<file path="src/sv/u8u16_pkg.sv">
// shared types, constants and the per-byte step function of the utf-8 to utf-16 converter
package u8u16_pkg;

   localparam logic [15:0] REPLACEMENT_UNIT = 16'hFFFD;
   localparam logic [15:0] HIGH_SURR_BASE   = 16'hD800;
   localparam logic [15:0] LOW_SURR_BASE    = 16'hDC00;
   localparam logic [20:0] SUPPLEMENT_BASE  = 21'h10000;
   localparam logic [15:0] CAPACITY_RESET   = 16'hFFFF;
   localparam int          GROUP_UNITS      = 4;
   localparam int          QUEUE_DEPTH      = 4;

   // results caused by one accepted byte
   typedef struct packed {
      logic [GROUP_UNITS-1:0][15:0] units;
      logic [2:0]                   n;
      logic                         term;
      logic [15:0]                  count;
   } group_type;

   // queue head as seen by the back end
   typedef struct packed {
      logic      valid;
      group_type grp;
   } head_type;

   // outcome of handling one byte with no lead held
   typedef struct packed {
      logic        emit;
      logic        term;
      logic        set_lead;
      logic [15:0] unit;
      logic [15:0] uw;
      logic        stop;
      logic [15:0] count;
   } fresh_type;

   // one byte that starts fresh: ascii, lead, stray or terminator
   function automatic fresh_type fresh_step(input logic [7:0] b, input logic [15:0] uw,
                                            input logic stop, input logic [15:0] limit);
      fresh_type r;
      r          = '0;
      r.uw       = uw;
      r.stop     = stop;
      if (b == 8'h00) begin
         r.emit  = 1'b1;
         r.term  = 1'b1;
         r.count = uw;
         r.uw    = '0;
         r.stop  = 1'b0;
      end else if (stop) begin
         r.stop  = 1'b1;
      end else if (uw >= limit) begin
         r.stop  = 1'b1;
      end else if (b[7] == 1'b0) begin
         r.emit  = 1'b1;
         r.unit  = {8'h00, b};
         r.uw    = uw + 16'd1;
      end else if (b[7:5] == 3'b110 || b[7:4] == 4'b1110 || b[7:3] == 5'b11110) begin
         r.set_lead = 1'b1;
      end else begin
         r.emit  = 1'b1;
         r.unit  = REPLACEMENT_UNIT;
         r.uw    = uw + 16'd1;
      end
      return r;
   endfunction

endpackage

</file>
<file path="src/sv/u8u16_front.sv">
// front end: decodes each byte against the held lead and builds its group of code units
module u8u16_front (
   input  logic                 clock,
   input  logic                 reset,
   input  logic                 accept,
   input  logic [7:0]           in_byte,
   input  logic [15:0]          limit,
   output logic                 enq,
   output u8u16_pkg::group_type grp
);
   import u8u16_pkg::*;

   logic [7:0]  lead_ff, lead_in;
   logic [7:0]  c0_ff, c0_in;
   logic [7:0]  c1_ff, c1_in;
   logic [1:0]  pend_ff, pend_in;
   logic [15:0] uw_ff, uw_in;
   logic        stop_ff, stop_in;

   logic        lead_held;
   logic        is_cont;
   logic [1:0]  need;
   logic [20:0] cp;
   logic [20:0] cp_off;
   logic [2:0]  cnt;
   logic [15:0] cur_uw;
   logic        cur_stop;
   fresh_type   r0, r1, r2;

   assign lead_held = (lead_ff != 8'h00);
   assign is_cont   = (in_byte[7:6] == 2'b10);

   // continuations needed by the held lead
   always_comb begin
      if (lead_ff[7:5] == 3'b110) begin
         need = 2'd1;
      end else if (lead_ff[7:4] == 4'b1110) begin
         need = 2'd2;
      end else begin
         need = 2'd3;
      end
   end

   // code point assembled from the lead, held continuations and this byte
   always_comb begin
      unique case (need)
         2'd1:    cp = {10'd0, lead_ff[4:0], in_byte[5:0]};
         2'd2:    cp = {5'd0, lead_ff[3:0], c0_ff[5:0], in_byte[5:0]};
         default: cp = {lead_ff[2:0], c0_ff[5:0], c1_ff[5:0], in_byte[5:0]};
      endcase
   end

   assign cp_off = cp - SUPPLEMENT_BASE;

   // next state and result group
   always_comb begin
      lead_in  = lead_ff;
      c0_in    = c0_ff;
      c1_in    = c1_ff;
      pend_in  = pend_ff;
      uw_in    = uw_ff;
      stop_in  = stop_ff;
      grp      = '0;
      cnt      = '0;
      cur_uw   = uw_ff;
      cur_stop = stop_ff;
      r0       = '0;
      r1       = '0;
      r2       = '0;
      if (!lead_held) begin
         // plain byte
         r0      = fresh_step(in_byte, uw_ff, stop_ff, limit);
         uw_in   = r0.uw;
         stop_in = r0.stop;
         if (r0.emit) begin
            grp.units[0] = r0.unit;
            cnt          = 3'd1;
         end
         if (r0.set_lead) begin
            lead_in = in_byte;
            pend_in = '0;
         end
         if (r0.term) begin
            lead_in = '0;
            c0_in   = '0;
            c1_in   = '0;
            pend_in = '0;
         end
         grp.term  = r0.term;
         grp.count = r0.count;
      end else if (is_cont) begin
         if ({1'b0, pend_ff} + 3'd1 >= {1'b0, need}) begin
            // sequence complete
            lead_in = '0;
            pend_in = '0;
            if (cp[20:16] == 5'd0) begin
               grp.units[0] = cp[15:0];
               cnt          = 3'd1;
               uw_in        = uw_ff + 16'd1;
            end else if ({1'b0, uw_ff} + 17'd1 >= {1'b0, limit}) begin
               stop_in = 1'b1;
            end else begin
               // leads up to f7 reach past 0x10ffff, so the high half keeps 11 bits
               grp.units[0] = HIGH_SURR_BASE + {5'd0, cp_off[20:10]};
               grp.units[1] = LOW_SURR_BASE + {6'd0, cp_off[9:0]};
               cnt          = 3'd2;
               uw_in        = uw_ff + 16'd2;
            end
         end else begin
            // hold the continuation
            if (pend_ff[0] == 1'b0) begin
               c0_in = in_byte;
            end else begin
               c1_in = in_byte;
            end
            pend_in = pend_ff + 2'd1;
         end
      end else begin
         // missing continuation: lead gives a replacement, held bytes replay
         lead_in      = '0;
         pend_in      = '0;
         grp.units[0] = REPLACEMENT_UNIT;
         cnt          = 3'd1;
         cur_uw       = uw_ff + 16'd1;
         if (pend_ff >= 2'd1) begin
            r0       = fresh_step(c0_ff, cur_uw, cur_stop, limit);
            cur_uw   = r0.uw;
            cur_stop = r0.stop;
            if (r0.emit) begin
               grp.units[cnt[1:0]] = r0.unit;
               cnt                 = cnt + 3'd1;
            end
         end
         if (pend_ff >= 2'd2) begin
            r1       = fresh_step(c1_ff, cur_uw, cur_stop, limit);
            cur_uw   = r1.uw;
            cur_stop = r1.stop;
            if (r1.emit) begin
               grp.units[cnt[1:0]] = r1.unit;
               cnt                 = cnt + 3'd1;
            end
         end
         r2      = fresh_step(in_byte, cur_uw, cur_stop, limit);
         uw_in   = r2.uw;
         stop_in = r2.stop;
         if (r2.emit) begin
            grp.units[cnt[1:0]] = r2.unit;
            cnt                 = cnt + 3'd1;
         end
         if (r2.set_lead) begin
            lead_in = in_byte;
         end
         if (r2.term) begin
            c0_in = '0;
            c1_in = '0;
         end
         grp.term  = r2.term;
         grp.count = r2.count;
      end
      grp.n = cnt;
   end

   assign enq = accept && (cnt != 3'd0);

   // decoder state
   always_ff @(posedge clock) begin
      if (reset) begin
         lead_ff <= '0;
         c0_ff   <= '0;
         c1_ff   <= '0;
         pend_ff <= '0;
         uw_ff   <= '0;
         stop_ff <= 1'b0;
      end else if (accept) begin
         lead_ff <= lead_in;
         c0_ff   <= c0_in;
         c1_ff   <= c1_in;
         pend_ff <= pend_in;
         uw_ff   <= uw_in;
         stop_ff <= stop_in;
      end
   end

endmodule

</file>
<file path="src/sv/u8u16_queue.sv">
// short queue of result groups between front and back end
module u8u16_queue (
   input  logic                 clock,
   input  logic                 reset,
   input  logic                 enq,
   input  u8u16_pkg::group_type enq_grp,
   input  logic                 deq,
   output logic                 full,
   output u8u16_pkg::head_type  head
);
   import u8u16_pkg::*;

   localparam int PTR_W = $clog2(QUEUE_DEPTH);

   group_type              entries_ff [QUEUE_DEPTH];
   logic [PTR_W-1:0]       wr_ptr_ff, wr_ptr_in;
   logic [PTR_W-1:0]       rd_ptr_ff, rd_ptr_in;
   logic [PTR_W:0]         count_ff, count_in;

   assign full       = (count_ff == (PTR_W+1)'(QUEUE_DEPTH));
   assign head.valid = (count_ff != '0);
   assign head.grp   = entries_ff[rd_ptr_ff];

   // pointer and fill bookkeeping
   always_comb begin
      wr_ptr_in = enq ? wr_ptr_ff + 1'b1 : wr_ptr_ff;
      rd_ptr_in = deq ? rd_ptr_ff + 1'b1 : rd_ptr_ff;
      count_in  = count_ff;
      if (enq && !deq) begin
         count_in = count_ff + 1'b1;
      end else if (!enq && deq) begin
         count_in = count_ff - 1'b1;
      end
   end

   always_ff @(posedge clock) begin
      if (reset) begin
         wr_ptr_ff <= '0;
         rd_ptr_ff <= '0;
         count_ff  <= '0;
      end else begin
         wr_ptr_ff <= wr_ptr_in;
         rd_ptr_ff <= rd_ptr_in;
         count_ff  <= count_in;
      end
   end

   // entry storage
   always_ff @(posedge clock) begin
      if (enq) begin
         entries_ff[wr_ptr_ff] <= enq_grp;
      end
   end

endmodule

</file>
<file path="src/sv/u8u16_back.sv">
// back end: hands out the units of the head group one word at a time
module u8u16_back (
   input  logic                clock,
   input  logic                reset,
   input  u8u16_pkg::head_type head,
   input  logic                pop,
   output logic                deq,
   output logic                empty,
   output logic [15:0]         code_unit,
   output logic                is_terminator,
   output logic [15:0]         unit_count,
   output logic                last
);
   import u8u16_pkg::*;

   logic [1:0] idx_ff, idx_in;
   logic       take;

   assign empty         = !head.valid;
   assign last          = ({1'b0, idx_ff} == head.grp.n - 3'd1);
   assign code_unit     = head.grp.units[idx_ff];
   assign is_terminator = head.grp.term && last;
   assign unit_count    = is_terminator ? head.grp.count : 16'd0;
   assign take          = pop && head.valid;
   assign deq           = take && last;

   // position within the head group
   always_comb begin
      idx_in = idx_ff;
      if (take) begin
         idx_in = last ? 2'd0 : idx_ff + 2'd1;
      end
   end

   always_ff @(posedge clock) begin
      if (reset) begin
         idx_ff <= '0;
      end else begin
         idx_ff <= idx_in;
      end
   end

endmodule

</file>
<file path="src/sv/utf8_to_utf16_converter.sv">
// top level of the utf-8 to utf-16 converter
// Usage:
//  Bytes enter on req_in_byte, taken when req_push is high and req_full low.
//  UTF-16 words leave on rsp_*; the oldest is shown while rsp_empty is low
//  and is taken when rsp_pop is high. rsp_last marks the final word caused
//  by one input byte; a zero byte yields a terminator word with
//  rsp_is_terminator set and rsp_unit_count holding the units written.
//  The capacity register is written through csr_valid/csr_ready (always
//  ready); the user must write it only while the block is idle, as this is
//  not enforced. It counts units including the terminator. Throughput: one
//  byte per cycle while each byte gives at most one word and rsp_pop stays
//  high; a byte giving k words (surrogate pair or replayed replacements,
//  k <= 4) holds the result side until all k are popped. A four-entry group
//  queue between the decoder and the word serializer sets how long bursts
//  are absorbed. When the receiver stalls, the queue fills and req_full rises.
//  Reset clears the decoder state and the queue and sets capacity to 65535.
module utf8_to_utf16_converter (
   input  logic        clock,
   input  logic        reset,
   input  logic        req_push,
   output logic        req_full,
   input  logic [7:0]  req_in_byte,
   output logic        rsp_empty,
   input  logic        rsp_pop,
   output logic [15:0] rsp_code_unit,
   output logic        rsp_is_terminator,
   output logic [15:0] rsp_unit_count,
   output logic        rsp_last,
   input  logic        csr_valid,
   output logic        csr_ready,
   input  logic [15:0] csr_capacity_units
);
   import u8u16_pkg::*;

   logic [15:0] limit_ff, limit_in;
   logic        accept;
   logic        enq;
   logic        deq;
   group_type   grp;
   head_type    head;

   // data unit limit kept as capacity minus one, zero capacity acts as one
   assign csr_ready = 1'b1;
   assign limit_in  = (csr_capacity_units == 16'd0) ? 16'd0 : csr_capacity_units - 16'd1;

   always_ff @(posedge clock) begin
      if (reset) begin
         limit_ff <= CAPACITY_RESET - 16'd1;
      end else if (csr_valid && csr_ready) begin
         limit_ff <= limit_in;
      end
   end

   assign accept = req_push && !req_full;

   u8u16_front u_front (
      .clock   (clock),
      .reset   (reset),
      .accept  (accept),
      .in_byte (req_in_byte),
      .limit   (limit_ff),
      .enq     (enq),
      .grp     (grp)
   );

   u8u16_queue u_queue (
      .clock   (clock),
      .reset   (reset),
      .enq     (enq),
      .enq_grp (grp),
      .deq     (deq),
      .full    (req_full),
      .head    (head)
   );

   u8u16_back u_back (
      .clock         (clock),
      .reset         (reset),
      .head          (head),
      .pop           (rsp_pop),
      .deq           (deq),
      .empty         (rsp_empty),
      .code_unit     (rsp_code_unit),
      .is_terminator (rsp_is_terminator),
      .unit_count    (rsp_unit_count),
      .last          (rsp_last)
   );

endmodule
</file>
<file path="config.mk">
export PLATFORM = sky130hd
export DESIGN_NAME = utf8_to_utf16_converter
export DESIGN_NICKNAME = d
export VERILOG_FILES = /design/src/sv/u8u16_pkg.sv /design/src/sv/u8u16_front.sv /design/src/sv/u8u16_queue.sv /design/src/sv/u8u16_back.sv /design/src/sv/utf8_to_utf16_converter.sv
export SDC_FILE = /design/constraint.sdc
export NUM_CORES = 1
export LEC_CHECK = 0
export BUFFER_PORTS_ARGS = -buffer_cell sky130_fd_sc_hd__buf_2
export CAP_MARGIN = 10
export CORE_UTILIZATION = 29
export DETAILED_ROUTE_END_ITERATION = 8
export GPL_ROUTABILITY_DRIVEN = 1
export HOLD_SLACK_MARGIN = 0.08
export SYNTH_ARGS = -nofsm -noshare
export SYNTH_HDL_FRONTEND = slang
export SYNTH_SLANG_ARGS = --single-unit
</file>
<file path="constraint.sdc">
create_clock -name clock -period 22.2 [get_ports clock]
set_input_delay 2.22 -clock clock [delete_from_list [all_inputs] [get_ports clock]]
set_output_delay 2.22 -clock clock [all_outputs]
set_load 0.05 [all_outputs]
</file>
==> flow_summary_export.csv <==
group,metric,value,unit
outcome,run_status,"complete, no violations",
cts,insertion_delay,0.56,ns
pwr,p_per_area,131,nW/um2
routing,drtIter0Drc,1155,
cts,clk_pin_slew,0.06,ns
timing,worstMarginPinSlew,1.12,ns
layout,nNetsFinal,1798,
die,die_w,254,um
timing,timing.final.crit_share,57.4,%
setup_path,endpoint_kind,"register",
routing,drc_errors,0,
worst_hold_path,hold_class,"reg2reg",
routing,post_drt_wl_per_cell,20.8,um
synthesis,synth.distinct_cells,87,
synthesis,synthesis.area,18400,um2
synthesis,synth-edff-count,256,
setup_path,cpMostUsedCell,"a21o_1",
cts,cts_tree,"done",
timing,rsz0062_at_grt,"false",
cts,post-cts-setup-buffers,0,
timing,setup_tns,0,ns
routing,routed-via-count,13800,
setup_path,arrival,12.93,ns
synthesis,syn_avg_cell_area,11.1,um2
global_routing,grt_max_degree,71,
cts,ctsResizeCount,0,
timing,holdWs,0.465,ns
synthesis,syn_nets,1776,
routing,viasPerCell,5.41,
layout,antenna_cells,0,
layout,final_cell_mix,"edfxtp_1, nor2_1, nand2_1, a21oi_1, o21ai_0",
synthesis,ys.flop_type,"edfxtp_1",
setup_path,crit_fanout,47,
routing,drtPass1Iterations,5,
die,start_util,29.3,%
setup_path,required,22.38,ns
setup_path,start_kind,"register",
setup_path,critPathSlowestCell,"a221oi_1",
synthesis,yosys_register_bits,326,
synthesis,async_reset_ff_share,0,%
cts,htree_levels,2,
timing,timing.final.ws_setup,9.45,ns
cts,cts.sinks,326,
global_routing,grt_pass1_wl,81.3,mm
place,place_inst,2491,
timing,slew_headroom,25.4,%
cts,postCtsHoldBufs,0,
synthesis,postSynthCellCount,1660,
global_routing,grt_antenna_before_repair,1,
place,post-dp-hpwl,38.7,mm
routing,drt-total-wl,53.1,mm
cts,cts_inserted_buffers,35,
place,gp_congestion,0.949,
global_routing,grtUsageTotal,16.4,%
die,core.rowCount,92,
timing,slew_viol_final,0,
pwr,peakVddDrop,0.0780,mV
cts,clockBufferDepth,3,
routing,final_antenna_net_count,0,
setup_path,critical_path_class,"reg2reg",
layout,utilization,33.0,%
layout,area_delta_synth_final,12.7,%
die,core_area,63000,um2
cts,root_buffer,"clkbuf_16",
timing,finClkSkew,0.0129,ns
die,dieHeight,254,um
job,maxCapViolations,0,
setup_path,max_stage_delay,0.88,ns
timing,timing.fmax,78.4,MHz
timing,period_needed,12.75,ns
place,dpl_worst_slack,9.57,ns
global_routing,first_global_vias,13300,
layout,stdcell_count,2551,
timing,finalHoldViolations,0,
timing,setup_viol,0,
layout,final_common_cell,"edfxtp_1",
die,io_pins,66,
global_routing,grt.overflow.total,0,
pwr,leakage,0.00747,uW
synthesis,yosysSeqAreaShare,49.3,%
synthesis,yosysWarningCount,0,
die,dieArea,64500,um2
place,portBuffers,64,
layout,drive_gt1_share,14.2,%
worst paths after layout:
check | start | endpoint | slack (ns) | cells after the start
hold reg to reg | limit_ff[8]$_SDFFE_PP1P_ | limit_ff[8]$_SDFFE_PP1P_ | 0.47 | 2
setup reg to reg | u_front.uw_ff[3]$_SDFFE_PP0P_ | u_queue.entries_ff[0][40]$_DFFE_PP_ | 9.45 | 34
setup / recovery | u_front.uw_ff[3]$_SDFFE_PP0P_ | u_queue.entries_ff[0][40]$_DFFE_PP_ | 9.45 | 34
hold / removal | limit_ff[8]$_SDFFE_PP1P_ | limit_ff[8]$_SDFFE_PP1P_ | 0.47 | 2
sequential cells by signal, summed over array words and instances (netlist names), named ones only:
signal and cells:
u_queue.entries_ff 256, limit_ff 16, u_front.uw_ff 16, u_front.c0_ff 8, u_front.c1_ff 8, u_front.lead_ff 8
u_queue.count_ff 3, u_back.idx_ff 2, u_front.pend_ff 2, u_queue.rd_ptr_ff 2, u_queue.wr_ptr_ff 2, u_front.stop_ff 1
critical path, delay by kind of cell (launching register included):
kind	cells	cell delay, ns
buffers and inverters	2	0.96
and+or+nand+nor	13	4.56
AOI/OAI and AO/OA	14	4.72
DFF	1	0.73
adders and majority gates	3	0.96
xor gates and xnor gates	2	0.39
cell type report:
class                           instances  area [um2]
Timing Repair Buffer                   82         455
Sequential cell                       326        9090
Multi-Input combinational cell       1179        8760
Inverter                               58         218
Tap cell                              846        1060
Fill cell                            6326       42200
Clock buffer                           39         921
Clock inverter                         21         253
power breakdown:
part | internal (uW) | switching, uW | total [uW] | leakage, uW
clock | 348 | 245 | 593 | 0.000575
sequential | 874 | 71.2 | 945 | 0.00304
combinational | 346 | 829 | 1180 | 0.00386
synthesized netlist by cell type (19+ instances only):
cell        n  area, um2
nor2_1    151        567
nand2_1   124        465
o22ai_1    21        131
edfxtp_1  256       7690
nand4_1    27        169
and3_1     31        194
a22oi_1    29        218
clkbuf_1   80        300
mux4_2     71       1600
inv_1      56        210
nand3_1    35        175
o21ai_0   105        526
xnor2_1    51        447
ha_1       85       1060
nor3_1     47        235
nor4_1     19        119
a21oi_1   105        526
dfxtp_1    70       1400
xor2_1     23        201
kinds of logic (layout without fill, tap and decap cells):
| kind of cell | Yosys count | after routing | synth area share, % |
|---|---|---|---|
| AND/OR/NAND/NOR | 541 | 541 | 14.9 |
| AO/OA/AOI/OAI | 392 | 392 | 13.6 |
| flip-flops | 326 | 326 | 49.3 |
| buffers and inverters | 155 | 200 | 3.27 |
| adder cells (fa/ha/maj) | 87 | 87 | 5.99 |
| multiplexers | 84 | 84 | 9.39 |
| XOR/XNOR | 74 | 74 | 3.52 |
| other | 1 | 1 | 0.0204 |
routing by layer:
layer | part of all wire [%] | global-route usage [%] | vias up
met3 | 5.8 | 2.43 | 89
li1 | - | - | 6371
met4 | 2.4 | 4.84 | 0
met5 | 0 | 0 | -
met1 | 45 | 22.7 | 6859
met2 | 47 | 26.4 | 486
stage by stage:
step / power [uW] / area, um2
2_1_floorplan: 1760 / 18400
4_1_cts: 2720 / 20800
3_5_place_dp: 2130 / 19600
5_1_grt: 2850 / 20800
6_report: 2710 / 20800
3_3_place_gp: 2100 / 19600
(Power assumes the default switching activity.)
